**config.mk**
```make
export PLATFORM = sky130hd
export DESIGN_NAME = rational_arithmetic_unit
export DESIGN_NICKNAME = d
export VERILOG_FILES = /design/src/hw/rtl/rau_pkg.sv /design/src/hw/rtl/rau_mul.sv /design/src/hw/rtl/rau_div.sv /design/src/hw/rtl/rational_arithmetic_unit.sv
export VERILOG_INCLUDE_DIRS = /design/src /design/src/hw/rtl
export SDC_FILE = /design/constraint.sdc
export NUM_CORES = 2
export LEC_CHECK = 0
export BUFFER_PORTS_ARGS = -buffer_cell sky130_fd_sc_hd__buf_2
export CAP_MARGIN = 10
export CORE_MARGIN = 4
export CORE_UTILIZATION = 62
export DETAILED_ROUTE_END_ITERATION = 8
export PLACE_DENSITY = 0.88
export SYNTH_ARGS = -nofsm -noshare
export SYNTH_HDL_FRONTEND = slang
export SYNTH_HIERARCHICAL = 1
export SYNTH_SLANG_ARGS = --single-unit
```
**constraint.sdc**
```tcl
create_clock -name clk -period 14.7 [get_ports clk]
set_input_delay 1.47 -clock clk [delete_from_list [all_inputs] [get_ports clk]]
set_output_delay 1.47 -clock clk [all_outputs]
set_load 0.03 [all_outputs]
```
**src/hw/rtl/rational_arithmetic_unit_defines.svh**
```systemverilog
// assertion macros for the rational arithmetic unit
`ifndef RATIONAL_ARITHMETIC_UNIT_DEFINES_SVH
`define RATIONAL_ARITHMETIC_UNIT_DEFINES_SVH

// same-cycle implication, disabled while reset is asserted
`define RAU_ASSERT_IMP(label, clk_s, rst_s, ante, cons, msg) \
    label: assert property (@(posedge clk_s) disable iff (!rst_s) (ante) |-> (cons)) \
        else $error(msg);

// next-cycle implication, disabled while reset is asserted
`define RAU_ASSERT_NXT(label, clk_s, rst_s, ante, cons, msg) \
    label: assert property (@(posedge clk_s) disable iff (!rst_s) (ante) |=> (cons)) \
        else $error(msg);

`endif

```
**src/hw/rtl/rau_pkg.sv**
```systemverilog
// shared types and codes for the rational arithmetic unit
package rau_pkg;

    // operation codes
    localparam logic [2:0] FUNC_ADD = 3'd0;
    localparam logic [2:0] FUNC_SUB = 3'd1;
    localparam logic [2:0] FUNC_MUL = 3'd2;
    localparam logic [2:0] FUNC_DIV = 3'd3;
    localparam logic [2:0] FUNC_CMP = 3'd4;

    // compare outcome codes
    localparam logic [1:0] ORD_NONE    = 2'd0;
    localparam logic [1:0] ORD_LESS    = 2'd0;
    localparam logic [1:0] ORD_EQUAL   = 2'd1;
    localparam logic [1:0] ORD_GREATER = 2'd2;

    typedef enum logic [3:0] {
        S_IDLE,
        S_M0,
        S_M1,
        S_M2,
        S_M3,
        S_SUM,
        S_ABS,
        S_STRIP,
        S_GCD,
        S_DIVN,
        S_DIVD,
        S_WAIT
    } state_t;

    typedef struct packed {
        logic busy;
        logic done;
    } div_sts_t;

endpackage

```
**src/hw/rtl/rau_mul.sv**
```systemverilog
// shared signed multiplier with registered product
module rau_mul
    import rau_pkg::*;
#(
    parameter int WIDTH = 16
)
(
    input  logic                      clk,
    input  logic signed [WIDTH-1:0]   op_a,
    input  logic signed [WIDTH-1:0]   op_b,
    output logic signed [2*WIDTH-1:0] prod
);

    localparam int PW = 2 * WIDTH;

    logic signed [PW-1:0] prod_reg;
    logic signed [PW-1:0] prod_next;

    assign prod_next = PW'(op_a) * PW'(op_b);

    always_ff @(posedge clk)
    begin
        prod_reg <= prod_next;
    end

    assign prod = prod_reg;

endmodule

```
**src/hw/rtl/rau_div.sv**
```systemverilog
// restoring divider, one quotient bit per cycle
module rau_div
    import rau_pkg::*;
#(
    parameter int WIDTH = 32
)
(
    input  logic             clk,
    input  logic             rst_n,
    input  logic             start,
    input  logic [WIDTH-1:0] dividend,
    input  logic [WIDTH-1:0] divisor,
    output logic [WIDTH-1:0] quotient,
    output div_sts_t         sts
);

    localparam int CW = $clog2(WIDTH);
    localparam logic [CW-1:0] LAST = CW'(WIDTH - 1);

    logic [WIDTH-1:0] rem_reg, rem_next;
    logic [WIDTH-1:0] quo_reg, quo_next;
    logic [WIDTH-1:0] dvs_reg, dvs_next;
    logic [CW-1:0]    cnt_reg, cnt_next;
    logic             busy_reg, busy_next;
    logic             done_reg, done_next;
    logic [WIDTH:0]   shifted;
    logic [WIDTH:0]   trial;

    always_comb
    begin
        rem_next  = rem_reg;
        quo_next  = quo_reg;
        dvs_next  = dvs_reg;
        cnt_next  = cnt_reg;
        busy_next = busy_reg;
        done_next = 1'b0;
        shifted   = {rem_reg, quo_reg[WIDTH-1]};
        trial     = shifted - {1'b0, dvs_reg};
        if (start)
        begin
            rem_next  = '0;
            quo_next  = dividend;
            dvs_next  = divisor;
            cnt_next  = '0;
            busy_next = 1'b1;
        end
        else if (busy_reg)
        begin
            if (!trial[WIDTH])
            begin
                rem_next = trial[WIDTH-1:0];
                quo_next = {quo_reg[WIDTH-2:0], 1'b1};
            end
            else
            begin
                rem_next = shifted[WIDTH-1:0];
                quo_next = {quo_reg[WIDTH-2:0], 1'b0};
            end
            cnt_next = cnt_reg + CW'(1);
            if (cnt_reg == LAST)
            begin
                busy_next = 1'b0;
                done_next = 1'b1;
            end
        end
    end

    always_ff @(posedge clk or negedge rst_n)
    begin
        if (!rst_n)
        begin
            busy_reg <= 1'b0;
            done_reg <= 1'b0;
        end
        else
        begin
            busy_reg <= busy_next;
            done_reg <= done_next;
        end
    end

    always_ff @(posedge clk)
    begin
        rem_reg <= rem_next;
        quo_reg <= quo_next;
        dvs_reg <= dvs_next;
        cnt_reg <= cnt_next;
    end

    assign quotient = quo_reg;
    assign sts.busy = busy_reg;
    assign sts.done = done_reg;

endmodule

```
**src/hw/rtl/rational_arithmetic_unit.sv**
```systemverilog
// rational arithmetic unit: add, subtract, multiply, divide, compare with gcd reduction
// an unused code goes straight to its result, a zero numerator or zero denominator skips the gcd;
// otherwise the run time is set by the binary gcd loop and two passes through the shared divider
// throughput: one transaction at a time; the next is taken once the result is in the output register
// reset: asynchronous active-low, clears the sequencer, the output valid and the divider status only
`include "rational_arithmetic_unit_defines.svh"

module rational_arithmetic_unit
    import rau_pkg::*;
#(
    parameter int DATA_WIDTH = 16
)
(
    input  logic                         clk,
    input  logic                         rst_n,
    // input transaction channel
    input  logic                         in_valid,
    output logic                         in_stall,
    input  logic [2:0]                   func,
    input  logic signed [DATA_WIDTH-1:0] a_num,
    input  logic signed [DATA_WIDTH-1:0] a_den,
    input  logic signed [DATA_WIDTH-1:0] b_num,
    input  logic signed [DATA_WIDTH-1:0] b_den,
    // result transaction channel
    output logic                         out_valid,
    input  logic                         out_stall,
    output logic signed [2*DATA_WIDTH:0] res_num,
    output logic [2*DATA_WIDTH-2:0]      res_den,
    output logic [1:0]                   order,
    output logic                         zero_den
);

    localparam int W  = DATA_WIDTH;
    localparam int PW = 2 * W;      // cross product width
    localparam int MW = 2 * W;      // magnitude width
    localparam int NW = 2 * W + 1;  // result numerator width
    localparam int DW = 2 * W - 1;  // result denominator width

    // sequencer
    state_t state_reg, state_next;

    // captured operands
    logic [2:0]          func_reg, func_next;
    logic signed [W-1:0] a_num_reg, a_num_next;
    logic signed [W-1:0] a_den_reg, a_den_next;
    logic signed [W-1:0] b_num_reg, b_num_next;
    logic signed [W-1:0] b_den_reg, b_den_next;

    // cross products and signed numerator
    logic signed [PW-1:0] num1_reg, num1_next;
    logic signed [PW-1:0] num2_reg, num2_next;
    logic signed [PW-1:0] den_reg, den_next;
    logic signed [NW-1:0] sum_reg, sum_next;

    // gcd working values and the values to be divided
    logic          n_neg_reg, n_neg_next;
    logic          d_neg_reg, d_neg_next;
    logic [MW-1:0] u_reg, u_next;
    logic [MW-1:0] v_reg, v_next;
    logic [MW-1:0] n_reg, n_next;
    logic [MW-1:0] d_reg, d_next;
    logic [MW-1:0] qn_reg, qn_next;

    // staged result, waiting for the output register
    logic signed [NW-1:0] pend_num_reg, pend_num_next;
    logic [DW-1:0]        pend_den_reg, pend_den_next;
    logic [1:0]           pend_order_reg, pend_order_next;
    logic                 pend_zero_reg, pend_zero_next;

    // output register
    logic                 out_valid_reg, out_valid_next;
    logic signed [NW-1:0] res_num_reg, res_num_next;
    logic [DW-1:0]        res_den_reg, res_den_next;
    logic [1:0]           order_reg, order_next;
    logic                 zero_den_reg, zero_den_next;

    // shared units
    logic signed [W-1:0]  mul_a, mul_b;
    logic signed [PW-1:0] mul_prod;
    logic                 div_start;
    logic [MW-1:0]        div_dividend;
    logic [MW-1:0]        div_quo;
    div_sts_t             div_sts;

    // combinational helpers
    logic                 is_cmp;
    logic                 sum_neg, sum_zero;
    logic                 den_neg, den_zero;
    logic [NW-1:0]        sum_abs;
    logic [PW-1:0]        den_abs;
    logic [MW-1:0]        u_minus_v, v_minus_u;
    logic                 u_ge_v;
    logic                 fin_neg;
    logic [NW-1:0]        fin_mag;
    logic signed [NW-1:0] fin_num;

    rau_mul #(
        .WIDTH (W)
    ) u_mul (
        .clk  (clk),
        .op_a (mul_a),
        .op_b (mul_b),
        .prod (mul_prod)
    );

    rau_div #(
        .WIDTH (MW)
    ) u_div (
        .clk      (clk),
        .rst_n    (rst_n),
        .start    (div_start),
        .dividend (div_dividend),
        .divisor  (v_reg),
        .quotient (div_quo),
        .sts      (div_sts)
    );

    // multiplier operand select: one cross product per cycle, product lands in the next cycle
    always_comb
    begin
        mul_a = a_num_reg;
        mul_b = (func_reg == FUNC_MUL) ? b_num_reg : b_den_reg;
        unique case (state_reg)
            S_M1:
            begin
                mul_a = a_den_reg;
                mul_b = b_num_reg;
            end
            S_M2:
            begin
                mul_a = a_den_reg;
                mul_b = (func_reg == FUNC_DIV) ? b_num_reg : b_den_reg;
            end
            default:
            begin
                mul_a = a_num_reg;
                mul_b = (func_reg == FUNC_MUL) ? b_num_reg : b_den_reg;
            end
        endcase
    end

    always_comb
    begin
        is_cmp    = (func_reg == FUNC_CMP);
        sum_neg   = sum_reg[NW-1];
        sum_zero  = (sum_reg == '0);
        sum_abs   = sum_neg ? (~sum_reg + NW'(1)) : sum_reg;
        den_neg   = den_reg[PW-1];
        den_zero  = (den_reg == '0);
        den_abs   = den_neg ? (~den_reg + PW'(1)) : den_reg;
        u_minus_v = u_reg - v_reg;
        v_minus_u = v_reg - u_reg;
        u_ge_v    = (u_reg >= v_reg);
        // sign goes on the numerator; magnitude is nonzero on this path
        fin_neg   = n_neg_reg ^ d_neg_reg;
        fin_mag   = NW'(qn_reg);
        fin_num   = fin_neg ? (~fin_mag + NW'(1)) : fin_mag;
        // numerator is divided first, the denominator right after
        div_dividend = (state_reg == S_GCD) ? n_reg : d_reg;
    end

    // next state and datapath
    always_comb
    begin
        state_next      = state_reg;
        func_next       = func_reg;
        a_num_next      = a_num_reg;
        a_den_next      = a_den_reg;
        b_num_next      = b_num_reg;
        b_den_next      = b_den_reg;
        num1_next       = num1_reg;
        num2_next       = num2_reg;
        den_next        = den_reg;
        sum_next        = sum_reg;
        n_neg_next      = n_neg_reg;
        d_neg_next      = d_neg_reg;
        u_next          = u_reg;
        v_next          = v_reg;
        n_next          = n_reg;
        d_next          = d_reg;
        qn_next         = qn_reg;
        pend_num_next   = pend_num_reg;
        pend_den_next   = pend_den_reg;
        pend_order_next = pend_order_reg;
        pend_zero_next  = pend_zero_reg;
        res_num_next    = res_num_reg;
        res_den_next    = res_den_reg;
        order_next      = order_reg;
        zero_den_next   = zero_den_reg;
        out_valid_next  = out_valid_reg && out_stall;
        div_start       = 1'b0;

        unique case (state_reg)
            S_IDLE:
            begin
                if (in_valid)
                begin
                    func_next  = func;
                    a_num_next = a_num;
                    a_den_next = a_den;
                    b_num_next = b_num;
                    b_den_next = b_den;
                    if (func > FUNC_CMP)
                    begin
                        // unused code: fixed 0/1 result
                        pend_num_next   = '0;
                        pend_den_next   = DW'(1);
                        pend_order_next = ORD_NONE;
                        pend_zero_next  = 1'b0;
                        state_next      = S_WAIT;
                    end
                    else
                    begin
                        state_next = S_M0;
                    end
                end
            end
            S_M0:
            begin
                state_next = S_M1;
            end
            S_M1:
            begin
                num1_next  = mul_prod;
                state_next = S_M2;
            end
            S_M2:
            begin
                num2_next  = mul_prod;
                state_next = S_M3;
            end
            S_M3:
            begin
                den_next   = mul_prod;
                state_next = S_SUM;
            end
            S_SUM:
            begin
                case (func_reg) inside
                    FUNC_ADD:           sum_next = NW'(num1_reg) + NW'(num2_reg);
                    FUNC_SUB, FUNC_CMP: sum_next = NW'(num1_reg) - NW'(num2_reg);
                    default:            sum_next = NW'(num1_reg);
                endcase
                state_next = S_ABS;
            end
            S_ABS:
            begin
                if (den_zero)
                begin
                    // left unreduced with its own sign
                    pend_num_next  = sum_reg;
                    pend_den_next  = '0;
                    pend_zero_next = 1'b1;
                    if (!is_cmp)
                        pend_order_next = ORD_NONE;
                    else if (sum_neg)
                        pend_order_next = ORD_LESS;
                    else if (sum_zero)
                        pend_order_next = ORD_EQUAL;
                    else
                        pend_order_next = ORD_GREATER;
                    state_next = S_WAIT;
                end
                else if (sum_zero)
                begin
                    // zero over anything reduces to 0/1
                    pend_num_next   = '0;
                    pend_den_next   = DW'(1);
                    pend_zero_next  = 1'b0;
                    pend_order_next = is_cmp ? ORD_EQUAL : ORD_NONE;
                    state_next      = S_WAIT;
                end
                else
                begin
                    n_neg_next = sum_neg;
                    d_neg_next = den_neg;
                    u_next     = sum_abs[MW-1:0];
                    n_next     = sum_abs[MW-1:0];
                    v_next     = den_abs;
                    d_next     = den_abs;
                    state_next = S_STRIP;
                end
            end
            S_STRIP:
            begin
                // common powers of two come off all four values together
                if (!u_reg[0] && !v_reg[0])
                begin
                    u_next = u_reg >> 1;
                    v_next = v_reg >> 1;
                    n_next = n_reg >> 1;
                    d_next = d_reg >> 1;
                end
                else
                begin
                    state_next = S_GCD;
                end
            end
            S_GCD:
            begin
                if (u_reg == '0)
                begin
                    // v holds the odd part of the gcd
                    div_start  = 1'b1;
                    state_next = S_DIVN;
                end
                else if (!u_reg[0])
                begin
                    u_next = u_reg >> 1;
                end
                else if (!v_reg[0])
                begin
                    v_next = v_reg >> 1;
                end
                else if (u_ge_v)
                begin
                    u_next = u_minus_v >> 1;
                end
                else
                begin
                    v_next = v_minus_u >> 1;
                end
            end
            S_DIVN:
            begin
                if (div_sts.done)
                begin
                    qn_next    = div_quo;
                    div_start  = 1'b1;
                    state_next = S_DIVD;
                end
            end
            S_DIVD:
            begin
                if (div_sts.done)
                begin
                    pend_num_next   = fin_num;
                    pend_den_next   = div_quo[DW-1:0];
                    pend_zero_next  = 1'b0;
                    pend_order_next = !is_cmp ? ORD_NONE : (fin_neg ? ORD_LESS : ORD_GREATER);
                    state_next      = S_WAIT;
                end
            end
            S_WAIT:
            begin
                // output register free or draining this cycle
                if (!out_valid_reg || !out_stall)
                begin
                    res_num_next   = pend_num_reg;
                    res_den_next   = pend_den_reg;
                    order_next     = pend_order_reg;
                    zero_den_next  = pend_zero_reg;
                    out_valid_next = 1'b1;
                    state_next     = S_IDLE;
                end
            end
            default:
            begin
                state_next = S_IDLE;
            end
        endcase
    end

    always_ff @(posedge clk or negedge rst_n)
    begin
        if (!rst_n)
        begin
            state_reg     <= S_IDLE;
            out_valid_reg <= 1'b0;
        end
        else
        begin
            state_reg     <= state_next;
            out_valid_reg <= out_valid_next;
        end
    end

    always_ff @(posedge clk)
    begin
        func_reg       <= func_next;
        a_num_reg      <= a_num_next;
        a_den_reg      <= a_den_next;
        b_num_reg      <= b_num_next;
        b_den_reg      <= b_den_next;
        num1_reg       <= num1_next;
        num2_reg       <= num2_next;
        den_reg        <= den_next;
        sum_reg        <= sum_next;
        n_neg_reg      <= n_neg_next;
        d_neg_reg      <= d_neg_next;
        u_reg          <= u_next;
        v_reg          <= v_next;
        n_reg          <= n_next;
        d_reg          <= d_next;
        qn_reg         <= qn_next;
        pend_num_reg   <= pend_num_next;
        pend_den_reg   <= pend_den_next;
        pend_order_reg <= pend_order_next;
        pend_zero_reg  <= pend_zero_next;
        res_num_reg    <= res_num_next;
        res_den_reg    <= res_den_next;
        order_reg      <= order_next;
        zero_den_reg   <= zero_den_next;
    end

    // a new transaction is taken only while the sequencer is idle
    assign in_stall  = (state_reg != S_IDLE);
    assign out_valid = out_valid_reg;
    assign res_num   = res_num_reg;
    assign res_den   = res_den_reg;
    assign order     = order_reg;
    assign zero_den  = zero_den_reg;

    // checks
    `RAU_ASSERT_IMP(a_den_nonzero, clk, rst_n, out_valid_reg && !zero_den_reg, res_den_reg != '0, "reduced result has a zero denominator")
    `RAU_ASSERT_IMP(a_den_flag, clk, rst_n, out_valid_reg && zero_den_reg, res_den_reg == '0, "zero denominator flag with nonzero denominator")
    `RAU_ASSERT_NXT(a_accept_leaves_idle, clk, rst_n, in_valid && !in_stall, state_reg != S_IDLE, "sequencer idle after accepting a transaction")
    `RAU_ASSERT_IMP(a_div_quiet, clk, rst_n, state_reg == S_STRIP || state_reg == S_GCD, !div_sts.busy, "divider busy during gcd")

endmodule

```
==> metrics.md <==
| Metric | Value |
|---|---|
| Achievable Freq | `0.116 GHz` |
| Pin count of the biggest net entering global routing | `90` |
| Rows | `98` |
| Die X | `276 µm` |
| Status | `finished, final reports clean` |
| Die Area | `76,400 µm²` |
| Final hold violation count | `0` |
| Count of mapped cells out of synthesis | `4,350` |
| Number of setup buffers added after CTS | `0` |
| Ys Warns | `6` |
| Post-Syn Nets | `4,936` |
| Total track usage | `0.325` |
| Commonest non-fill, non-tap cell in the layout | `edfxtp_1` |
| Drt initial violations | `4,387` |
| Cells on worst reg2reg path | `26` |
| TritonCTS Buffers | `70` |
| RSZ-0062 raised after global routing | `no` |
| Pre-antenna DRT Iters | `9` |
| Reg2Reg Setup Slack | `6.10 ns` |
| DR vias | `34,600` |
| Post-route DRC | `0` |
| Fin cells | `5,401` |
| Core Box Area | `71,400 µm²` |
| Hpwl dp | `93,100 µm` |
| H-tree depth | `3` |
| WP buf/inv | `6` |
| Num ports | `140` |
| Hold path cells | `0` |
| WP data arrival | `9.17 ns` |
| Post-Route WL | `127,000 µm` |
| CP max-delay cell | `fa_1` |
| Least-Margin Pin Slew | `1.23 ns` |
| Vias in the first global route | `34,500` |
| Starting density of the core | `0.625` |
| Post-layout util | `0.680` |
| Net count reported at finish | `4,983` |
| Avg Synthesized Cell Area | `10.3 µm²` |
| Crit path launch type | `register` |
| Slew Limit Fails | `0` |
| Setup Skew | `0.0463 ns` |
| Routed Antenna Nets | `0` |
| DR vias/cell | `6.40` |
| Maximum clock path buffer count | `3` |
| Placed Cells | `5,275` |
| CP Data Required Time | `15.26 ns` |
| CP max FO | `17` |
| Most frequent cells in the layout | `edfxtp_1 (556), inv_1 (471), nand2_1 (465), a21oi_1 (297), nor2_1 (296)` |
| Worst path max stage delay | `0.94 ns` |
| Hold path endpoint | `res_den[25]` |
| Kind of end point of the critical path | `register` |
| Initial antenna violation count | `0` |
| Worst min path class | `register to register` |
| Critical Path Most Common Cell | `fa_1` |
| Family with the most delay on the worst path | `adder cells` |
| Cts hold-fix bufs | `0` |
| Final setup violation count | `0` |
| Root Buffer | `clkbuf_16` |
| Hold Crit Start | `pend_den_reg[25]` |
| ANT cells | `0` |
| Final hold slack | `0.415 ns` |
| Crit path time final | `8.60 ns` |
| Reg-to-reg startpoint | `state_reg[1]` |
| Capture point of the worst reg-to-reg path | `u_mul/prod[31]` |
| Mapped cell area | `44,600 µm²` |
| Clk_lat worst skew | `0.66 ns` |
| Layout cells sized above 1 | `0.100` |
| Die H | `276 µm` |
| Reg clk slew, reported paths | `0.06 ns` |
| Final worst-path cycle share | `0.585` |
| CTS tree | `built` |
| Area growth syn-to-layout | `8.75%` |
| Post-cts gate resize count | `0` |
| Setup tns final | `0 ns` |
| First-pass GRT wire length | `195,000 µm` |
| GPL Wtd Cong | `0.977` |
| TritonCTS Sinks | `632` |
| Crit path depth | `26` |
| PortBufs | `139` |
| Max Cap Viol | `0` |
| Critical setup path kind | `register to register` |
| Congestion Overflow GR | `0` |
| Drt wl/cell | `23.5 µm` |
| Relative slew margins | `0.170` |
stage by stage:
stage,setup slack [ns],area (µm²)
2_1_floorplan,3.95,44600
3_3_place_gp,6.33,46100
3_5_place_dp,6.14,46100
4_1_cts,6.13,48500
5_1_grt,5.63,48500
6_report,6.10,48500
worst max-delay path by stage:
stage / from / to
final: state_reg[1] / u_mul/prod[31]
after global routing: state_reg[1] / u_mul/prod[31]
after detailed placement: state_reg[1] / u_mul/prod[31]
after global placement: state_reg[1] / u_mul/prod[31]
after CTS: state_reg[1] / u_mul/prod[31]
after floorplan: state_reg[2] / u_mul/prod[31]
routing by layer:
| layer | vias up | wire length [µm] | GRT usage | share of wire |
|---|---|---|---|---|
| li1 | 15300 | - | - | - |
| met1 | 16700 | 45400 | 0.396 | 0.36 |
| met2 | 1964 | 61400 | 0.548 | 0.48 |
| met3 | 504 | 11400 | 0.0584 | 0.089 |
| met4 | 0 | 8760 | 0.184 | 0.069 |
| met5 | - | 0 | 0 | 0 |
worst register-to-register path: cells and delay by family (launching register included):
family,cells,cell delay [ns]
adders and majority gates,7,4.00
AOI/OAI and AO/OA,7,1.51
buffers and inverters,6,1.14
xor gates and xnor gates,2,0.26
DFF,1,0.62
and+or+nand+nor,3,0.49
muxes,1,0.51
area by class of cell:
cell class	count	area, µm²
clock buffer	84	1880
clock inverter	42	576
fill	5144	22800
inverter	472	1770
multi-input combinational	3043	23900
sequential	632	18300
tap	950	1190
timing repair buffer	178	988
Power is left out: the tool's default activity adds up to more than one toggle a clock period on the data nets, which glitch-free logic cannot reach.
